## config.mk

```make
export PLATFORM = sky130hd
export DESIGN_NAME = afb_fwd
export DESIGN_NICKNAME = d
export VERILOG_FILES = /design/src/hdl/afb_pkg.sv /design/src/hdl/afb_fwd.sv
export SDC_FILE = /design/constraint.sdc
export NUM_CORES = 1
export LEC_CHECK = 0
export BUFFER_PORTS_ARGS = -buffer_cell sky130_fd_sc_hd__buf_4
export CORE_AREA = 2 2 121 123
export CTS_BUF_LIST = sky130_fd_sc_hd__clkbuf_4
export CTS_CLUSTER_DIAMETER = 200
export DETAILED_ROUTE_END_ITERATION = 16
export DIE_AREA = 0 0 123 125
export GPL_ROUTABILITY_DRIVEN = 0
export HOLD_SLACK_MARGIN = 0.1
export PLACE_DENSITY = 0.84
export SYNTH_ARGS = -nofsm -noshare
export SYNTH_HDL_FRONTEND = slang
export SYNTH_SLANG_ARGS = --single-unit
```

## constraint.sdc

```tcl
create_clock -name clk -period 7.5 [get_ports clk]
set_clock_uncertainty 0.1 [all_clocks]
set_input_delay 0.375 -clock clk [delete_from_list [all_inputs] [get_ports clk]]
set_output_delay 0.375 -clock clk [all_outputs]
set_load 0.02 [all_outputs]
```

## src/hdl/afb_pkg.sv

```systemverilog
// ----------------------------------------------------------------------------
// afb_pkg
// Shared widths, codes, pipeline types and the sigmoid breakpoint table for
// the activation forward/backward unit.
// ----------------------------------------------------------------------------
package afb_pkg;

  localparam int DATA_W    = 16;   // Q4.12 operand and result width
  localparam int IDX_W     = 12;   // element index width
  localparam int KIND_W    = 2;
  localparam int IDX_CMP_W = 17;   // wide enough to hold the largest element count

  localparam int FRAC_BITS = 12;
  localparam int ONE       = 1 << FRAC_BITS;

  localparam int MAX_ELEMENTS_DEF = 4096;

  // sigmoid table over the full 16-bit input range
  localparam int TABLE_SEGMENTS = 64;
  localparam int SEG_BITS       = $clog2(TABLE_SEGMENTS);
  localparam int OFS_BITS       = DATA_W - SEG_BITS;
  localparam int ROM_W          = FRAC_BITS;

  // gradient datapath widths
  localparam int P1_W = 2 * DATA_W + 1;          // activation times (one - activation), or times itself
  localparam int D_W  = P1_W - FRAC_BITS;        // derivative
  localparam int P2_W = DATA_W + D_W;            // gradient times derivative

  localparam logic [KIND_W-1:0] KIND_RELU    = 2'd0;
  localparam logic [KIND_W-1:0] KIND_SIGMOID = 2'd1;
  localparam logic [KIND_W-1:0] KIND_TANH    = 2'd2;

  localparam logic CMD_FORWARD  = 1'b0;
  localparam logic CMD_BACKWARD = 1'b1;

  // sigmoid at x = -8.0, -7.75, ... , +8.0 as unsigned Q0.12 fractions
  localparam logic [ROM_W-1:0] SIG_ROM [0:TABLE_SEGMENTS] = '{
    12'd1,    12'd2,    12'd2,    12'd3,    12'd4,    12'd5,    12'd6,    12'd8,
    12'd10,   12'd13,   12'd17,   12'd21,   12'd27,   12'd35,   12'd45,   12'd58,
    12'd74,   12'd94,   12'd120,  12'd153,  12'd194,  12'd246,  12'd311,  12'd391,
    12'd488,  12'd606,  12'd747,  12'd912,  12'd1102, 12'd1314, 12'd1546, 12'd1793,
    12'd2048, 12'd2303, 12'd2550, 12'd2782, 12'd2994, 12'd3184, 12'd3349, 12'd3490,
    12'd3608, 12'd3705, 12'd3785, 12'd3850, 12'd3902, 12'd3943, 12'd3976, 12'd4002,
    12'd4022, 12'd4038, 12'd4051, 12'd4061, 12'd4069, 12'd4075, 12'd4079, 12'd4083,
    12'd4086, 12'd4088, 12'd4090, 12'd4091, 12'd4092, 12'd4093, 12'd4094, 12'd4094,
    12'd4095
  };

  typedef struct packed {
    logic                     cmd;
    logic                     in_range;
    logic [IDX_W-1:0]         idx;
    logic signed [DATA_W-1:0] operand;
  } afb_tag_t;

  // load enables of the pipeline registers, stage 2 through the output stage
  typedef struct packed {
    logic s2;
    logic s3;
    logic s4;
    logic s5;
    logic s6;
    logic o;
  } afb_en_t;

endpackage

```

## src/hdl/afb_fwd.sv

```systemverilog
// ----------------------------------------------------------------------------
// afb_fwd
// Forward activation datapath: tanh doubling and table lookup, interpolation
// multiply, then the final relu / sigmoid / tanh select.
// ----------------------------------------------------------------------------
module afb_fwd import afb_pkg::*; (
  input  logic                     clk,
  input  afb_en_t                  en,
  input  logic [KIND_W-1:0]        kind,
  input  logic signed [DATA_W-1:0] operand1,
  input  logic signed [DATA_W-1:0] operand3,
  output logic signed [DATA_W-1:0] fwd_value
);

  logic signed [DATA_W-1:0] dbl;
  logic signed [DATA_W-1:0] x;
  logic [DATA_W-1:0]        u;
  logic [SEG_BITS:0]        seg_ix;
  logic [SEG_BITS:0]        seg_ix_p1;
  logic [ROM_W-1:0]         y_lo;
  logic [ROM_W-1:0]         y_hi;

  logic [ROM_W-1:0]          y0_2;
  logic [ROM_W-1:0]          diff2;
  logic [OFS_BITS-1:0]       ofs2;
  logic [ROM_W-1:0]          y0_3;
  logic [ROM_W+OFS_BITS-1:0] prod3;
  logic [ROM_W-1:0]          sig;

  // stage 1: doubled input for tanh, clamped to the 16-bit range
  always_comb begin
    if (!operand1[DATA_W-1] && operand1[DATA_W-2]) begin
      dbl = {1'b0, {(DATA_W-1){1'b1}}};
    end else if (operand1[DATA_W-1] && !operand1[DATA_W-2]) begin
      dbl = {1'b1, {(DATA_W-1){1'b0}}};
    end else begin
      dbl = {operand1[DATA_W-2:0], 1'b0};
    end
    x         = (kind == KIND_TANH) ? dbl : operand1;
    u         = {~x[DATA_W-1], x[DATA_W-2:0]};   // offset binary
    seg_ix    = {1'b0, u[DATA_W-1 -: SEG_BITS]};
    seg_ix_p1 = seg_ix + 1'b1;
    y_lo      = SIG_ROM[seg_ix];
    y_hi      = SIG_ROM[seg_ix_p1];
  end

  always_ff @(posedge clk) begin
    if (en.s2) begin
      y0_2  <= y_lo;
      diff2 <= y_hi - y_lo;
      ofs2  <= u[OFS_BITS-1:0];
    end
    if (en.s3) begin
      y0_3  <= y0_2;
      prod3 <= (ROM_W+OFS_BITS)'(diff2) * (ROM_W+OFS_BITS)'(ofs2);
    end
  end

  // stage 3: interpolated sigmoid and kind select
  always_comb begin
    sig = y0_3 + prod3[ROM_W+OFS_BITS-1:OFS_BITS];
    case (kind)
      KIND_SIGMOID: fwd_value = {{(DATA_W-ROM_W){1'b0}}, sig};
      KIND_TANH:    fwd_value = $signed({{(DATA_W-ROM_W-1){1'b0}}, sig, 1'b0})
                                - DATA_W'(ONE);
      default:      fwd_value = operand3[DATA_W-1] ? '0 : operand3;
    endcase
  end

endmodule

```

==> summary.md <==
| Metric | Value |
|---|---|
| R2R Path End | prod3[16] |
| Grt ovf | 0 |
| Fin area | between 9000 and 10000 µm² |
| Arrival @ worst endpoint | approximately 5.9 ns |
| Antenna viol nets, final | 0 |
| Largest net degree at the start of global routing | 35 |
| CP Class | input pin to flop |
| Synth top area share | 0.193 |
| Clk slew on worst S/H paths | approximately 0.1 ns |
| Slew headroom | 0.310 |
| Area leader, netlist | edfxtp_1 |
| Starting density of the core | 0.636 |
| Mean number of vias per cell | 6.40 |
| Worst-case reg-to-reg path depth | 18 |
| Main flop type after synthesis | edfxtp_1 |
| Req. time, crit path | about 7.6 ns |
| Core Region | about 14000 µm² |
| Router iterations before antenna repair | 6 |
| Worst Slack Setup Final | approximately 1.6 ns |
| Number of buffers added on ports | 52 |
| CP Capture Type | flop |
| Status | finished, final reports clean |
| Fillers | ~1200 |
| Initial antenna violation count | 0 |
| Reg-to-reg setup timing slack | ~1.7 ns |
| Max Freq | around 0.17 GHz |
| Min cycle time layout | approximately 6 ns |
| Netlist cell types | between 60 and 70 |
| TritonCTS clock tree | done |
| Mapped cell area | between 9000 and 10000 µm² |
| Post-layout nets | about 1300 |
| Max-cap violations | 0 |
| Dominant cells by area after synthesis | edfxtp_1 19%, fa_1 18%, ha_1 13% |
| IO Pins | 57 |
| Slew @ Worst Pin | roughly 1.0 ns |
| Layout area overhead | 6.60% |
| Number of setup buffers added after CTS | 0 |
| Post-CTS Resized | 0 |
| Hold path depth | 2 |
| Post-Syn Nets | between 1000 and 1500 |
| DR iter-0 viols | 812 |
| RSZ-0062 raised after global routing | false |
| GRT Resource Usage Total | 0.304 |
| Worst r2r src | ofs2[1] |
| Vias | around 8000 |
| Die X | roughly 120 µm |
| Post-synth EDFFs | 58 |
| Fin. Hold Viols | 0 |
| WL per Instance | 18.2 µm |
| Top-count cell post-synth | inv_1 |
| Hpwl dp | approximately 17000 µm |
| First-pass GRT wire length | 37500 µm |
| Synthesized instance count | 1059 |
| Final setup violation count | 0 |
| DRC errors left | 0 |
| Synthesis warning total | 0 |
| Synth cell count leaders | 108 x inv_1, 106 x nand2_1, 91 x ha_1, 79 x fa_1, 71 x o21ai_0 |
| Worst min-delay path endpoint | ofs2[0] |
| Dpl cell area | about 9500 µm² |
| CTS buffer count | 9 |
| Die H | between 100 and 150 µm |
| Cell row count | 44 |
| Dpl ws | approximately 1.4 ns |
| Share of cells above drive strength 1 | 0.0888 |
| Root buf cell | clkbuf_4 |
| Worst skew pair latency | 0.43 ns |
| Sequential fraction of the synthesis area | 0.193 |
| Mean Syn Cell Area | between 8 and 9 µm² |
| Clk buf depth | 2 |
| Setup TNS | 0 ns |
| Crit start category | input pin |
| Hold path startpoint | operand1[0] |
| H-tree levels | 3 |
| Die area | approximately 15000 µm² |
| Total wire length | ~23000 µm |
| Synth async-reset ratio | 0 |
| Clock Sinks | between 50 and 60 |
| Worst hold path type | input pin to flop |
| Hold buffer count at CTS | 0 |
| Via count of the first global-routing pass | roughly 7800 |
| Tcrit/Tclk final | 0.781 |
| Worst-path maximum fanout | 33 |
| Synth Register Bits | just under 60 |
| Max-slew violation count | 0 |
## per-layer routing
layer	GRT usage	routed length, µm	up-vias
met3	0.0616	2140	87
met4	0.136	1030	0
met1	0.386	8760	3795
met5	0	0	-
li1	-	-	3700
met2	0.500	10900	456
## placed cells by master (no fill, tap or decap), types with 6 or more instances in the layout
cell type    n
o31ai_1      6
nand2_1    106
nand2b_1    12
ha_1        91
edfxtp_1    58
o311ai_0     6
nor3_1      18
buf_4       61
a211oi_1     7
o21ai_0     71
o22ai_1      6
nand3_1     28
o211ai_1    18
nor2_1      56
a22oi_1     10
xor2_1      16
o21a_1       9
a21o_1      20
and2_1      70
clkbuf_4     9
inv_1      108
xnor2_1     24
a21oi_1     65
fa_1        79
nor2b_1      9
a31oi_1     11
## state kept, by name (all words and copies together), names as in the netlist
name and flops:
y0_2 12, y0_3 12, prod3 12, ofs2 10, diff2 12
## per-stage QoR
| step | util | hold slack (ns) | std cells |
|---|---|---|---|
| final | 0.678 | 0.175 | 1255 |
| after global routing | 0.678 | 0.158 | 1254 |
| after CTS | 0.678 | 0.153 | 1254 |
| after detailed placement | 0.666 | 0.305 | 1238 |
| after global placement | 0.666 | 0.301 | 1238 |
| after floorplan | - | 0.300 | 1059 |
## worst max-delay path, cell delays in order
cell,delay (ns)
buf_4,0.22
nor2b_2,0.62
o211a_1,0.27
or2_2,0.41
ha_1,0.67
ha_1,0.43
buf_4,0.26
nor2_1,0.20
o21ai_0,0.10
a221oi_1,0.31
nor3_1,0.12
a41oi_1,0.19
ha_1,0.25
nor2b_1,0.13
o21a_1,0.18
o21ai_0,0.22
a21oi_1,0.15
a211oi_1,0.41
o21ai_0,0.14
a21oi_1,0.20
xnor2_1,0.08
## worst max-delay path by stage
| stage | from | end | slack [ns] | depth (start not counted) |
|---|---|---|---|---|
| final | operand1[15] | diff2[11] | 1.65 | 21 |
| after global routing | operand1[15] | diff2[11] | 1.28 | 20 |
| after CTS | ofs2[1] | prod3[16] | 1.67 | 18 |
| after detailed placement | operand1[15] | diff2[11] | 1.35 | 21 |
| after global placement | operand1[15] | diff2[11] | 1.54 | 21 |
| after floorplan | ofs2[1] | prod3[20] | 2.25 | 21 |
## layout make-up
class                   instances  area [µm²]  area share
diodes                          1        2.50    0.000260
repair buffers                 61         458      0.0476
inverters                     110         414      0.0430
clock inverters                 7         101      0.0105
well taps                     184         230      0.0239
clock buffers                   9        67.6     0.00702
multi-input cells             825        6610       0.687
flip-flops and latches         58        1740       0.181
## kinds of logic (layout without fill, tap and decap cells)
logic type	after synthesis	count (layout)	share of synthesized area
fa+ha+maj	170	170	0.301
flops	58	58	0.193
mux	4	4	0.00471
buf+inv	176	187	0.0765
xor+xnor	41	41	0.0406
other cells	0	1	0
simple gates	320	320	0.172
compound gates	290	290	0.212
Power is not shown: default switching activity piles up to over one toggle a cycle in this logic, so the estimate is an artifact.
