[src/hdl/afb_pkg.sv]
// ----------------------------------------------------------------------------
// afb_pkg
// Shared widths, codes, pipeline types and the sigmoid breakpoint table for
// the activation forward/backward unit.
// ----------------------------------------------------------------------------
package afb_pkg;

  localparam int DATA_W    = 16;   // Q4.12 operand and result width
  localparam int IDX_W     = 12;   // element index width
  localparam int KIND_W    = 2;
  localparam int IDX_CMP_W = 17;   // wide enough to hold the largest element count

  localparam int FRAC_BITS = 12;
  localparam int ONE       = 1 << FRAC_BITS;

  localparam int MAX_ELEMENTS_DEF = 4096;

  // sigmoid table over the full 16-bit input range
  localparam int TABLE_SEGMENTS = 64;
  localparam int SEG_BITS       = $clog2(TABLE_SEGMENTS);
  localparam int OFS_BITS       = DATA_W - SEG_BITS;
  localparam int ROM_W          = FRAC_BITS;

  // gradient datapath widths
  localparam int P1_W = 2 * DATA_W + 1;          // activation times (one - activation), or times itself
  localparam int D_W  = P1_W - FRAC_BITS;        // derivative
  localparam int P2_W = DATA_W + D_W;            // gradient times derivative

  localparam logic [KIND_W-1:0] KIND_RELU    = 2'd0;
  localparam logic [KIND_W-1:0] KIND_SIGMOID = 2'd1;
  localparam logic [KIND_W-1:0] KIND_TANH    = 2'd2;

  localparam logic CMD_FORWARD  = 1'b0;
  localparam logic CMD_BACKWARD = 1'b1;

  // sigmoid at x = -8.0, -7.75, ... , +8.0 as unsigned Q0.12 fractions
  localparam logic [ROM_W-1:0] SIG_ROM [0:TABLE_SEGMENTS] = '{
    12'd1,    12'd2,    12'd2,    12'd3,    12'd4,    12'd5,    12'd6,    12'd8,
    12'd10,   12'd13,   12'd17,   12'd21,   12'd27,   12'd35,   12'd45,   12'd58,
    12'd74,   12'd94,   12'd120,  12'd153,  12'd194,  12'd246,  12'd311,  12'd391,
    12'd488,  12'd606,  12'd747,  12'd912,  12'd1102, 12'd1314, 12'd1546, 12'd1793,
    12'd2048, 12'd2303, 12'd2550, 12'd2782, 12'd2994, 12'd3184, 12'd3349, 12'd3490,
    12'd3608, 12'd3705, 12'd3785, 12'd3850, 12'd3902, 12'd3943, 12'd3976, 12'd4002,
    12'd4022, 12'd4038, 12'd4051, 12'd4061, 12'd4069, 12'd4075, 12'd4079, 12'd4083,
    12'd4086, 12'd4088, 12'd4090, 12'd4091, 12'd4092, 12'd4093, 12'd4094, 12'd4094,
    12'd4095
  };

  typedef struct packed {
    logic                     cmd;
    logic                     in_range;
    logic [IDX_W-1:0]         idx;
    logic signed [DATA_W-1:0] operand;
  } afb_tag_t;

  // load enables of the pipeline registers, stage 2 through the output stage
  typedef struct packed {
    logic s2;
    logic s3;
    logic s4;
    logic s5;
    logic s6;
    logic o;
  } afb_en_t;

endpackage

[src/hdl/afb_grad.sv]
// ----------------------------------------------------------------------------
// afb_grad
// Gradient datapath: derivative product from the stored activation, gradient
// multiply, then floor shift and clip. Forward items pass through times one.
// ----------------------------------------------------------------------------
module afb_grad import afb_pkg::*; (
  input  logic                     clk,
  input  afb_en_t                  en,
  input  logic [KIND_W-1:0]        kind,
  input  logic                     cmd4,
  input  logic                     in_range4,
  input  logic [DATA_W-1:0]        act4,
  input  logic signed [DATA_W-1:0] grad4,
  input  logic signed [DATA_W-1:0] fwd4,
  output logic signed [DATA_W-1:0] res6,
  output logic                     sat6
);

  localparam int SH_W = P2_W - FRAC_BITS;

  logic signed [DATA_W-1:0] a;
  logic signed [DATA_W:0]   m;
  logic signed [P1_W-1:0]   p1;

  logic signed [P1_W-1:0]   p1_5;
  logic signed [DATA_W-1:0] g5;
  logic                     cmd5;
  logic                     apos5;
  logic signed [D_W-1:0]    p1s;
  logic signed [D_W-1:0]    d;
  logic signed [P2_W-1:0]   p2;

  logic signed [P2_W-1:0]   p2_6;
  logic [SH_W-1:0]          sh;
  logic [SH_W-DATA_W:0]     hi;

  // stage 4: a * (one - a) for sigmoid, a * a for tanh
  always_comb begin
    a  = in_range4 ? $signed(act4) : '0;
    m  = (kind == KIND_SIGMOID) ? ((DATA_W+1)'(ONE) - {a[DATA_W-1], a})
                                : {a[DATA_W-1], a};
    p1 = P1_W'(a) * P1_W'(m);
  end

  always_ff @(posedge clk) begin
    if (en.s5) begin
      p1_5  <= p1;
      g5    <= (cmd4 == CMD_BACKWARD) ? grad4 : fwd4;
      cmd5  <= cmd4;
      apos5 <= !a[DATA_W-1] && (|a[DATA_W-2:0]);
    end
  end

  // stage 5: derivative select and gradient multiply
  always_comb begin
    p1s = p1_5[P1_W-1:FRAC_BITS];
    if (cmd5 == CMD_FORWARD) begin
      d = D_W'(ONE);
    end else begin
      case (kind)
        KIND_SIGMOID: d = p1s;
        KIND_TANH:    d = D_W'(ONE) - p1s;
        default:      d = apos5 ? D_W'(ONE) : '0;
      endcase
    end
    p2 = P2_W'(g5) * P2_W'(d);
  end

  always_ff @(posedge clk) begin
    if (en.s6) begin
      p2_6 <= p2;
    end
  end

  // stage 6: floor shift and clip to 16 bits
  always_comb begin
    sh   = p2_6[P2_W-1:FRAC_BITS];
    hi   = sh[SH_W-1:DATA_W-1];
    sat6 = !((&hi) || !(|hi));
    if (sat6) begin
      res6 = sh[SH_W-1] ? {1'b1, {(DATA_W-1){1'b0}}} : {1'b0, {(DATA_W-1){1'b1}}};
    end else begin
      res6 = sh[DATA_W-1:0];
    end
  end

endmodule
[config.mk]
export PLATFORM = sky130hd
export DESIGN_NAME = afb_grad
export DESIGN_NICKNAME = d
export VERILOG_FILES = /design/src/hdl/afb_pkg.sv /design/src/hdl/afb_grad.sv
export SDC_FILE = /design/constraint.sdc
export NUM_CORES = 2
export LEC_CHECK = 0
export ABC_AREA = 1
export BUFFER_PORTS_ARGS = -buffer_cell sky130_fd_sc_hd__clkbuf_2
export CORE_UTILIZATION = 40
export CTS_BUF_LIST = sky130_fd_sc_hd__clkbuf_4
export DETAILED_ROUTE_END_ITERATION = 7
export HOLD_SLACK_MARGIN = 0.08
export SETUP_SLACK_MARGIN = 0.3
export SKIP_LAST_GASP = 1
export SYNTH_ARGS = -nofsm -noshare
export SYNTH_HDL_FRONTEND = slang
export SYNTH_SLANG_ARGS = --single-unit
[constraint.sdc]
create_clock -name clk -period 8.9 [get_ports clk]
set_clock_uncertainty 0.2 [all_clocks]
set_input_delay 0.89 -clock clk [delete_from_list [all_inputs] [get_ports clk]]
set_output_delay 0.89 -clock clk [all_outputs]
set_load 0.05 [all_outputs]
==> impl_metrics.xml <==
<?xml version="1.0" encoding="UTF-8"?>
<metrics>
  <group name="drt">
    <metric name="vias" unit="">20680</metric>
    <metric name="avgRoutedWirePerCell" unit="µm">16.94</metric>
    <metric name="detail_route.drc_violations" unit="">0</metric>
    <metric name="routed_wirelength" unit="mm">69.89</metric>
    <metric name="vias_per_cell" unit="">5.012</metric>
    <metric name="drt_pass1_iterations" unit="">6</metric>
    <metric name="dr.first_iter.drc_count" unit="">1542</metric>
    <metric name="ant_nets" unit="">0</metric>
  </group>
  <group name="global_route">
    <metric name="largest_net_degree_at_the_start_of_global_routing" unit="">40</metric>
    <metric name="antenna_violations_before_repair" unit="">2</metric>
    <metric name="via_count_of_the_first_global_routing_pass" unit="">21660</metric>
    <metric name="grt_pass1_wl" unit="mm">116.1</metric>
    <metric name="gr-usage-all-layers" unit="%">22.38</metric>
    <metric name="overflow" unit="">0</metric>
  </group>
  <group name="sta">
    <metric name="hold_viol_final" unit="">0</metric>
    <metric name="timing_worst_slew_pin_value" unit="ps">1024</metric>
    <metric name="relSlewSlack" unit="%">31.73</metric>
    <metric name="final_period_utilization" unit="%">89.84</metric>
    <metric name="grt_setup_unrepaired" unit="">false</metric>
    <metric name="post_route_setup_tns" unit="ps">0</metric>
    <metric name="layout_min_cycle_time" unit="ps">7996</metric>
    <metric name="finalMaxSlewViolations" unit="">0</metric>
    <metric name="achievable_clock_frequency" unit="GHz">0.1251</metric>
    <metric name="setup-violations-final" unit="">0</metric>
  </group>
  <group name="pwr">
    <metric name="power" unit="mW">7.924</metric>
    <metric name="vdd.ir_drop.worst" unit="V">0.0002209</metric>
    <metric name="power.density" unit="nW/µm²">281.5</metric>
    <metric name="power.leakage" unit="nW">14.19</metric>
  </group>
  <group name="job">
    <metric name="cap_violations" unit="">0</metric>
  </group>
  <group name="synth">
    <metric name="mappedNetlistArea" unit="µm²">26390</metric>
    <metric name="syn-mean-instance-area" unit="µm²">8.272</metric>
    <metric name="synthesized_instance_count" unit="">3190</metric>
    <metric name="ys_seq_area_share" unit="%">7.283</metric>
    <metric name="post_synthesis_net_count" unit="">4030</metric>
    <metric name="yosys_warnings" unit="">0</metric>
    <metric name="synth.lib_cells_used.distinct" unit="">51</metric>
    <metric name="synth.ff_latch_count" unit="">64</metric>
  </group>
  <group name="cts">
    <metric name="cts_htree_levels" unit="">3</metric>
    <metric name="max-clock-path-buffers" unit="">2</metric>
    <metric name="holdBufCountCts" unit="">0</metric>
    <metric name="clockRootBuffer" unit="">clkbuf_4</metric>
    <metric name="cts-buffers-inserted" unit="">9</metric>
    <metric name="clkSlewWorstSetupHoldPaths" unit="ps">160</metric>
    <metric name="clkLatencyLatePin" unit="ps">530</metric>
    <metric name="cts.repair_timing.setup_buffer_count" unit="">0</metric>
    <metric name="cts_resized" unit="">0</metric>
    <metric name="tritoncts" unit="">built</metric>
    <metric name="clkSinkCount" unit="">64</metric>
  </group>
  <group name="critical_path">
    <metric name="cpLargestDelayFamily" unit="">adder cells</metric>
    <metric name="critPathArrivalTime" unit="ps">8030</metric>
    <metric name="crit_required" unit="ps">8940</metric>
    <metric name="largest_incremental_delay_on_the_critical_path" unit="ps">520</metric>
    <metric name="cp_max_fo" unit="">12</metric>
    <metric name="timing_worst_setup_path_type" unit="">flop to flop</metric>
    <metric name="cp-start-kind" unit="">flop</metric>
    <metric name="worst-path-buf-inv" unit="">5</metric>
    <metric name="critPathMostFrequentCell" unit="">fa_1</metric>
    <metric name="endpoint_kind" unit="">flop</metric>
    <metric name="crit_slowest_cell" unit="">fa_1</metric>
  </group>
  <group name="finish">
    <metric name="syn2layout_area_growth" unit="%">6.671</metric>
    <metric name="multi_input_area" unit="µm²">21000</metric>
    <metric name="num-nets-final" unit="">4105</metric>
    <metric name="fillCellCount" unit="">6617</metric>
    <metric name="post_route_cells_drive_above_1_share" unit="%">7.462</metric>
    <metric name="ff_latch_area" unit="µm²">1922</metric>
    <metric name="stdcell_count" unit="">4126</metric>
  </group>
  <group name="die">
    <metric name="die_x" unit="µm">258.8</metric>
    <metric name="io-pin-count" unit="">76</metric>
    <metric name="die_h" unit="µm">258.8</metric>
    <metric name="fp.dieArea" unit="µm²">67000</metric>
    <metric name="core_region" unit="µm²">64810</metric>
    <metric name="row_count" unit="">93</metric>
    <metric name="initial_core_util" unit="%">40.71</metric>
  </group>
  <group name="placed_design">
    <metric name="place.detailed.hpwl" unit="mm">60.97</metric>
    <metric name="gp_congestion" unit="">0.9418</metric>
    <metric name="numPlacedInstances" unit="">4109</metric>
    <metric name="port-buffer-count" unit="">71</metric>
  </group>
  <group name="min_path">
    <metric name="hp-class" unit="">input pin to flop</metric>
  </group>
  <group name="status">
    <metric name="run_status" unit="">complete, no violations</metric>
  </group>
</metrics>
-- metal layers --
layer	wire [µm]	track usage [%]	vias to the layer above
li1	-	-	9554
met1	31360	31.92	10390
met2	31420	35.11	669
met3	5690	4.411	70
met4	1419	4.898	0
met5	0	0	-
-- synthesized netlist by cell type (all sizes together) --
cell,number,share of area [%]
inv,822,12
nand4,11,0.26
o211ai,3,0.085
o21ai,82,1.6
and2,1,0.024
buf,20,0.51
nand2,603,9.2
fa,606,46
o22ai,4,0.095
and3,1,0.024
a31oi,12,0.28
or2,1,0.024
nor3,31,0.67
clkinv,15,0.21
a21o,7,0.20
edfxtp,64,7.3
xnor2,17,0.56
nor2,391,5.7
o21a,5,0.14
nand3,112,2.2
mux2,16,0.68
nor4,11,0.26
a21boi,3,0.085
nand3b,2,0.10
o21bai,10,0.28
ha,175,8.3
o32ai,2,0.066
a211oi,1,0.028
xor2,33,1.1
a21oi,79,1.6
clkbuf,50,0.71
-- path summary, 6_finish.rpt --
kind                                         start                 end  slack, ps  cells after the start
worst max register to register  p1_5[18]$_DFFE_PP_  p2_6[36]$_DFFE_PP_        900                     28
worst min-delay path                       fwd4[7]     g5[7]$_DFFE_PP_        450                      2
worst min register to register     g5[0]$_DFFE_PP_  p2_6[12]$_DFFE_PP_       1100                      5
worst max-delay path            p1_5[18]$_DFFE_PP_  p2_6[36]$_DFFE_PP_        900                     28
-- layout by cell type, fill, tap and decap left out, drive strengths merged, types with 4 or more instances in the layout --
cell type  netlist  layout
inv            822     822
fa             606     606
nand2          603     603
nor2           391     391
ha             175     175
nand3          112     112
o21ai           82      82
clkbuf          50      81
a21oi           79      79
edfxtp          64      64
buf             20      63
xor2            33      33
nor3            31      31
xnor2           17      17
clkinv          15      17
mux2            16      16
a31oi           12      12
nand4           11      11
nor4            11      11
o21bai          10      10
a21o             7       7
o21a             5       5
o22ai            4       4
-- flip-flops by register name, summed over array words and instances, names as in the netlist --
name / count
p1_5: 21
p2_6: 25
g5: 16
apos5: 1
cmd5: 1
-- per-stage QoR --
stage	cell area, µm²	worst slack [ps]	hold WS (ps)	util [%]
6_report	28150	904.1	452.8	43.43
4_1_cts	28150	940.9	388.2	43.43
5_1_grt	28150	379.8	434.2	43.43
2_1_floorplan	26390	1124	708.7	-
3_5_place_dp	27960	663.0	1006	43.14
3_3_place_gp	27960	693.6	1003	43.14
-- cell families after synthesis --
kind of cell	count (synthesis)	synth area share [%]
buf+inv	907	13.14
mux	16	0.6828
xor+xnor	50	1.660
compound gates	208	4.467
fa+ha+maj	781	54.27
simple gates	1164	18.50
flops	64	7.283
-- layout make-up --
cell class              count  share of cell area (%)
diodes                      1                0.008890
clock buffers              10                  0.2667
clock inverters             6                  0.3823
inverters                 837                   11.17
multi-input cells        2219                   74.60
flip-flops and latches     64                   6.828
well taps                 855                   3.801
repair buffers            134                   2.943
-- report_power, final --
group	internal, mW	switching (mW)
sequential	0.690	0.103
combinational	2.41	4.45
clock	0.144	0.128
total	3.25	4.68
(Power assumes the default switching activity.)
